`config.mk`:
```
export PLATFORM = sky130hd
export DESIGN_NAME = tmis_ctrl
export DESIGN_NICKNAME = d
export VERILOG_FILES = /design/src/rtl/core/timestamp_merge_with_interval_stats_defines.svh /design/src/rtl/core/tmis_pkg.sv /design/src/rtl/core/tmis_ctrl.sv
export SDC_FILE = /design/constraint.sdc
export NUM_CORES = 1
export LEC_CHECK = 0
export BUFFER_PORTS_ARGS = -buffer_cell sky130_fd_sc_hd__buf_2
export CORE_AREA = 2 2 39 41
export CTS_CLUSTER_DIAMETER = 200
export DETAILED_ROUTE_END_ITERATION = 10
export DIE_AREA = 0 0 41 43
export GPL_ROUTABILITY_DRIVEN = 0
export PLACE_DENSITY = 0.62
export SLEW_MARGIN = 10
export SYNTH_ARGS = -nofsm -noshare
export SYNTH_HDL_FRONTEND = slang
export SYNTH_SLANG_ARGS = --single-unit
```
`constraint.sdc`:
```
create_clock -name clk -period 4 [get_ports clk]
set_clock_uncertainty 0.05 [all_clocks]
set_input_delay 0.4 -clock clk [delete_from_list [all_inputs] [get_ports clk]]
set_output_delay 0.4 -clock clk [all_outputs]
set_load 0.005 [all_outputs]
```
`src/rtl/core/timestamp_merge_with_interval_stats_defines.svh`:
```
// Assertion macros shared by the merge block's checking code.
`ifndef TIMESTAMP_MERGE_WITH_INTERVAL_STATS_DEFINES_SVH
`define TIMESTAMP_MERGE_WITH_INTERVAL_STATS_DEFINES_SVH

// Same-cycle implication, checked outside reset.
`define TMIS_ASSERT_IMPL(lbl, ante, cons, msg) \
	lbl: assert property (@(posedge clk) disable iff (!arst_n) (ante) |-> (cons)) \
		else $error(msg);

// Next-cycle implication, checked outside reset.
`define TMIS_ASSERT_NEXT(lbl, ante, cons, msg) \
	lbl: assert property (@(posedge clk) disable iff (!arst_n) (ante) |=> (cons)) \
		else $error(msg);

`endif

```
`src/rtl/core/tmis_pkg.sv`:
```
// Types, constants and codes of the timestamp merge block.
package tmis_pkg;

	localparam int NUM_QUEUES  = 2;
	localparam int QUEUE_DEPTH = 16;
	localparam int STAMP_BITS  = 32;

	localparam int QSEL_W = 1;
	localparam int POS_W  = $clog2(QUEUE_DEPTH);
	localparam int FILL_W = POS_W + 1;
	localparam int SLOTS  = NUM_QUEUES * QUEUE_DEPTH;
	localparam int ADDR_W = $clog2(SLOTS);
	localparam int QUSE_W = 2;
	localparam int DIV_STEPS = 64;
	localparam int DIV_CNT_W = $clog2(DIV_STEPS);

	localparam logic [31:0] STAMP_MASK = 32'((64'd1 << STAMP_BITS) - 64'd1);
	localparam logic [QUSE_W-1:0] QUEUES_RESET = QUSE_W'(2);

	localparam logic [1:0] FUNC_PUSH   = 2'd0;
	localparam logic [1:0] FUNC_POP    = 2'd1;
	localparam logic [1:0] FUNC_REWIND = 2'd2;

	localparam logic [2:0] STAT_PUSHED    = 3'd0;
	localparam logic [2:0] STAT_DROPPED   = 3'd1;
	localparam logic [2:0] STAT_DELIVERED = 3'd2;
	localparam logic [2:0] STAT_NONE      = 3'd3;
	localparam logic [2:0] STAT_REWOUND   = 3'd4;

	typedef struct packed {
		logic [1:0]        func;
		logic [QSEL_W-1:0] queue_select;
		logic [31:0]       stamp;
		logic [31:0]       source_stamp;
		logic              is_positioning;
		logic [31:0]       payload;
	} in_item_t;

	typedef struct packed {
		logic [2:0]        status;
		logic [QSEL_W-1:0] from_queue;
		logic [31:0]       out_stamp;
		logic [31:0]       out_payload;
		logic signed [31:0] interval;
		logic signed [31:0] mean_interval;
		logic [30:0]       peak_interval;
		logic signed [31:0] fix_delay;
	} out_item_t;

	typedef struct packed {
		logic        kind;
		logic [31:0] stamp;
		logic [31:0] source_stamp;
		logic [31:0] payload;
	} entry_t;

	typedef struct packed {
		logic capture;
		logic exec_simple;
		logic rd_q0;
		logic rd_q1;
		logic cap_h0;
		logic select;
		logic mul;
		logic num;
		logic div_start;
		logic mean_wr;
		logic load_out;
	} ctrl_cmd_t;

	typedef struct packed {
		logic is_pop;
		logic pop_ready;
		logic two_q;
		logic div_done;
	} dp_status_t;

endpackage

```
`src/rtl/core/tmis_ctrl.sv`:
```
// Sequencer for push, pop and rewind items.
module tmis_ctrl import tmis_pkg::*; (
	input  logic       clk,
	input  logic       arst_n,
	input  logic       in_valid,
	output logic       in_ready,
	output logic       out_valid,
	input  logic       out_ready,
	input  dp_status_t st,
	output ctrl_cmd_t  cmd
);

	localparam logic [3:0] S_IDLE  = 4'd0;
	localparam logic [3:0] S_DEC   = 4'd1;
	localparam logic [3:0] S_RD1   = 4'd2;
	localparam logic [3:0] S_SEL   = 4'd3;
	localparam logic [3:0] S_MUL   = 4'd4;
	localparam logic [3:0] S_NUM   = 4'd5;
	localparam logic [3:0] S_DIVGO = 4'd6;
	localparam logic [3:0] S_DIV   = 4'd7;
	localparam logic [3:0] S_OUT   = 4'd8;

	logic [3:0] state_q;
	logic [3:0] state_d;
	logic       out_valid_q;
	logic       out_free;

	assign out_free = !out_valid_q || out_ready;
	assign in_ready = state_q == S_IDLE;

	always_comb begin
		cmd     = '0;
		state_d = state_q;
		case (state_q)
			S_IDLE: begin
				if (in_valid) begin
					cmd.capture = 1'b1;
					state_d     = S_DEC;
				end
			end
			S_DEC: begin
				if (st.is_pop && st.pop_ready) begin
					cmd.rd_q0 = 1'b1;
					state_d   = S_RD1;
				end else begin
					cmd.exec_simple = 1'b1;
					state_d         = S_OUT;
				end
			end
			S_RD1: begin
				cmd.cap_h0 = 1'b1;
				cmd.rd_q1  = st.two_q;
				state_d    = S_SEL;
			end
			S_SEL: begin
				cmd.select = 1'b1;
				state_d    = S_MUL;
			end
			S_MUL: begin
				cmd.mul = 1'b1;
				state_d = S_NUM;
			end
			S_NUM: begin
				cmd.num = 1'b1;
				state_d = S_DIVGO;
			end
			S_DIVGO: begin
				cmd.div_start = 1'b1;
				state_d       = S_DIV;
			end
			S_DIV: begin
				if (st.div_done) begin
					cmd.mean_wr = 1'b1;
					state_d     = S_OUT;
				end
			end
			S_OUT: begin
				// hold the result until the output register frees up
				if (out_free) begin
					cmd.load_out = 1'b1;
					state_d      = S_IDLE;
				end
			end
			default: state_d = S_IDLE;
		endcase
	end

	always_ff @(posedge clk or negedge arst_n) begin
		if (!arst_n) begin
			state_q     <= S_IDLE;
			out_valid_q <= 1'b0;
		end else begin
			state_q <= state_d;
			if (cmd.load_out) begin
				out_valid_q <= 1'b1;
			end else if (out_ready) begin
				out_valid_q <= 1'b0;
			end
		end
	end

	assign out_valid = out_valid_q;

endmodule

```
-- Word level (Yosys, flattened, before mapping)
Cells that the tools add are included.
- flip-flop bits (word level): 5
- output and inout port bits: 13
- word-level logic and storage cells: 40
- equal/unequal tests: 11
- mux-type cells: 21
- reduce and logical (&&, ||, !) cells: 6
- operators by type and width (kind ; number):
    4-bit one-hot mux with 9 select lines ; 1
    4-bit by 3-bit == test with 1-bit output, second input constant ; 4
    4-bit 2-to-1 mux ; 4
    1-bit 2-to-1 mux ; 14
    4-bit by 2-bit == test with 1-bit output, second input constant ; 2
    2-bit inequality test, second input constant ; 3
    4-bit by 1-bit == test with 1-bit output, second input constant ; 1
    4-bit == test, second input constant ; 1
    4-bit zero test ; 1
    2-bit 2-to-1 mux ; 2
    3-bit AND reduction ; 1
    2-bit nonzero test ; 1
    1-bit logical AND ; 1
    1-bit zero test ; 1
    1-bit logical OR ; 1

-- Depth between registers and ports, before layout
- word-level depth: 5
- mapped depth: 4
- depth with buffers taken out: 3

-- Worst setup path before layout
OpenSTA, ideal clock, no wires.
- path kind: register -> output
- from: register state_q[0]
- to: output cmd[0] (netlist bit)
- data arrival time: 1.139 ns
- required time: 3.550 ns
- path slack: 2.411 ns
- cell stages (with the launch flop): 4
- cells stage by stage: dfrtp_1 buf_6 or4b_4 nor2b_1
- RTL lines (element ; line ; RTL):
    start: declaration ; tmis_ctrl.sv:23 ; logic [3:0] state_q;
    start signal: assignment ; tmis_ctrl.sv:93 ; state_q <= state_d;
    end: declaration ; tmis_ctrl.sv:10 ; output ctrl_cmd_t cmd

==> impl_metrics.tcl <==
set metrics [dict create \
    status "finished, final reports clean" \
    tns_ns 0 \
    wl_um 832 \
    path_clk_slew_ns 0.04 \
    rsz0062_at_grt "no" \
    rrSetupSlack_ns 2.66 \
    synth_area_leader_cell "dfrtp_1" \
    cts_tree "done" \
    use_met3_pct 2.09 \
    met2_usage_pct 16.3 \
    min_period_ns 1.97 \
    core-area_um2 1380 \
    ctsHtreeMaxLevel 1 \
    grt.overflow.total 0 \
    yosysSeqAreaShare_pct 34.7 \
    nNetsFinal 75 \
    synth-async-reset-ratio_pct 100 \
    cts_buffers 3 \
    synthCells 45 \
    r2r_cells 2 \
    cap_violations 0 \
    n_antenna_cell 0 \
    grt_usage_pct 11.5 \
    drc 0 \
    netlist_area_um2 360 \
    hold_viol_final 0 \
    min_path_cells 3 \
    antenna_left 0 \
    synthTopCellsByCount "dfrtp_1, a21oi_1, nand2_1, nor2_1, nor3_1" \
    area_growth_pct 36.5 \
    critPathArrivalTime_ns 1.52 \
    end_kind "primary output" \
    hold_path.class "input port to register" \
    yosys_register_bits 5 \
    io_buffers 20 \
    p_leak_nw 0.248 \
    synth.distinct_cells 22 \
    rows 14 \
    p_per_area_nw_per_um2 673 \
    cp-start-kind "register" \
    antenna_found_initial 0 \
    synthTopCellsByArea "dfrtp_1, a21oi_1, nor3_1" \
    tightest_slew_ns 0.382 \
    die_x_um 41 \
    crit_family "simple AND/OR/NAND/NOR gates" \
    synth_most_common_cell "dfrtp_1" \
    crit_buf_inv 1 \
    r2r_start "state_q[1]" \
    vias 384 \
    dpl-instance-area_um2 455 \
    cpPeakStageDelay_ns 0.58 \
    avgSynthCellArea_um2 8.01 \
    die_h_um 43 \
    synth_edf_count 0 \
    grt_max_degree 15 \
    drv_slew 0 \
    die-area_um2 1760 \
    worstSetupPathType "register to primary output" \
    pin_count 21 \
    final_layout_size_suffix_gt1_share_pct 39.4 \
    start_util_pct 26.0 \
    grt_use_met1_pct 16.1 \
    critPathRequiredTime_ns 3.55 \
    worstHoldStart "out_ready" \
    first_global_vias 343 \
    vias_per_cell 4.68 \
    relSlewSlack_pct 74.6 \
    firstDrtPassIters 4 \
    design_area_um2 492 \
    min_to "out_valid" \
    synth_ff_type "dfrtp_1" \
    nFillCells 150 \
    path_cells "or4b_4 > nor2b_1 > buf_2" \
    cts.root.buffer_cell "clkbuf_4" \
    grt_pass1_wl_um 1400 \
    cpMaxStageDelayCell "or4b_4" \
    ys_warn_count 0 \
    drt_iter0_drc 8 \
    cts.sinks 5 \
    fmax_mhz 509 \
    grt.busiest_layer "met2" \
    synth_top_area_share_pct 34.7 \
    finalCritPeriodShare_pct 49.1 \
    wl_per_cell_um 10.1 \
    crit_fanout 11 \
    ir_drop_mv 0.252 \
    r2r_end "state_q[3]" \
    insertion_delay_ns 0.23 \
    setup_viol 0 \
    cts_buffer_depth 2 \
    synth_fp_nets 53 \
]
[per-stage QoR]
stage               setup slack [ns]  hold slack (ns)  utilization, %  total power, mW  instances
global placement                2.29            0.167            32.9            0.275         77
floorplan                       2.41           0.0544               -            0.233         45
global route                    1.97            0.444            35.5            0.366         82
detailed placement              2.28            0.169            32.9            0.277         77
finish                          2.03            0.404            35.5            0.331         82
CTS                             2.02            0.406            35.5            0.336         82
[layout make-up]
cell class                      instances  area [um^2]  area share (%)
Multi-Input combinational cell         35          206            42.0
Timing Repair Buffer                   21          110            22.4
Inverter                                1         3.75           0.763
Clock buffer                            4         26.3            5.34
Tap cell                               16         20.0            4.07
Sequential cell                         5          125            25.4
[where the power goes]
part / internal, mW / switching [mW] / leakage (nW)
registers: 0.0734 / 0.0531 / 0.0646
clock network: 0.0376 / 0.0185 / 0.0150
logic: 0.0809 / 0.0678 / 0.169
[what timing repair did]
item | in CTS | in global routing
hold buffers | 1 | 0
buffers inserted | 0 | 0
gates resized for setup | 0 | 0
endpoints found under the hold margin | 5 | 0
[placed cells by master, fill, tap and decap left out, types with 2 or more instances in the layout]
cell type,count
and2_1,2
nand2b_1,3
clkbuf_4,3
buf_2,20
nand2_1,4
o21ai_0,2
nor3_1,4
nor2b_1,2
dfrtp_1,5
nor2_1,4
a21oi_1,4
nor4_1,2
[registers in the layout, indices dropped and copies added (netlist names)]
register   cells
out_valid      1
state_q        4
[worst max path at each step]
stage,from,endpoint,slack (ns),depth (start not counted)
floorplan,state_q[0],cmd[0],2.41,3
global placement,state_q[1],cmd[0],2.29,3
detailed placement,state_q[1],cmd[0],2.28,3
CTS,state_q[1],cmd[0],2.02,3
global route,state_q[2],cmd[0],1.97,3
finish,state_q[1],cmd[0],2.03,3
[worst register-to-register path, cell delays in order (launching register included)]
cell	delay, ns
dfrtp_1	0.47
or4b_4	0.58
o32ai_1	0.14
[cells by family after synthesis]
| logic type | share of synthesized area [%] |
|---|---|
| buf+inv | 7.98 |
| flops | 34.7 |
| compound gates | 14.6 |
| simple gates | 42.7 |
[per-layer routing]
metal | vias to the layer above | part of all wire, %
met1 | 167 | 46
li1 | 205 | -
met3 | 0 | 7.0
met4 | 0 | 0
met2 | 12 | 47
met5 | - | 0
No activity file was read; power rests on OpenSTA's default activity.
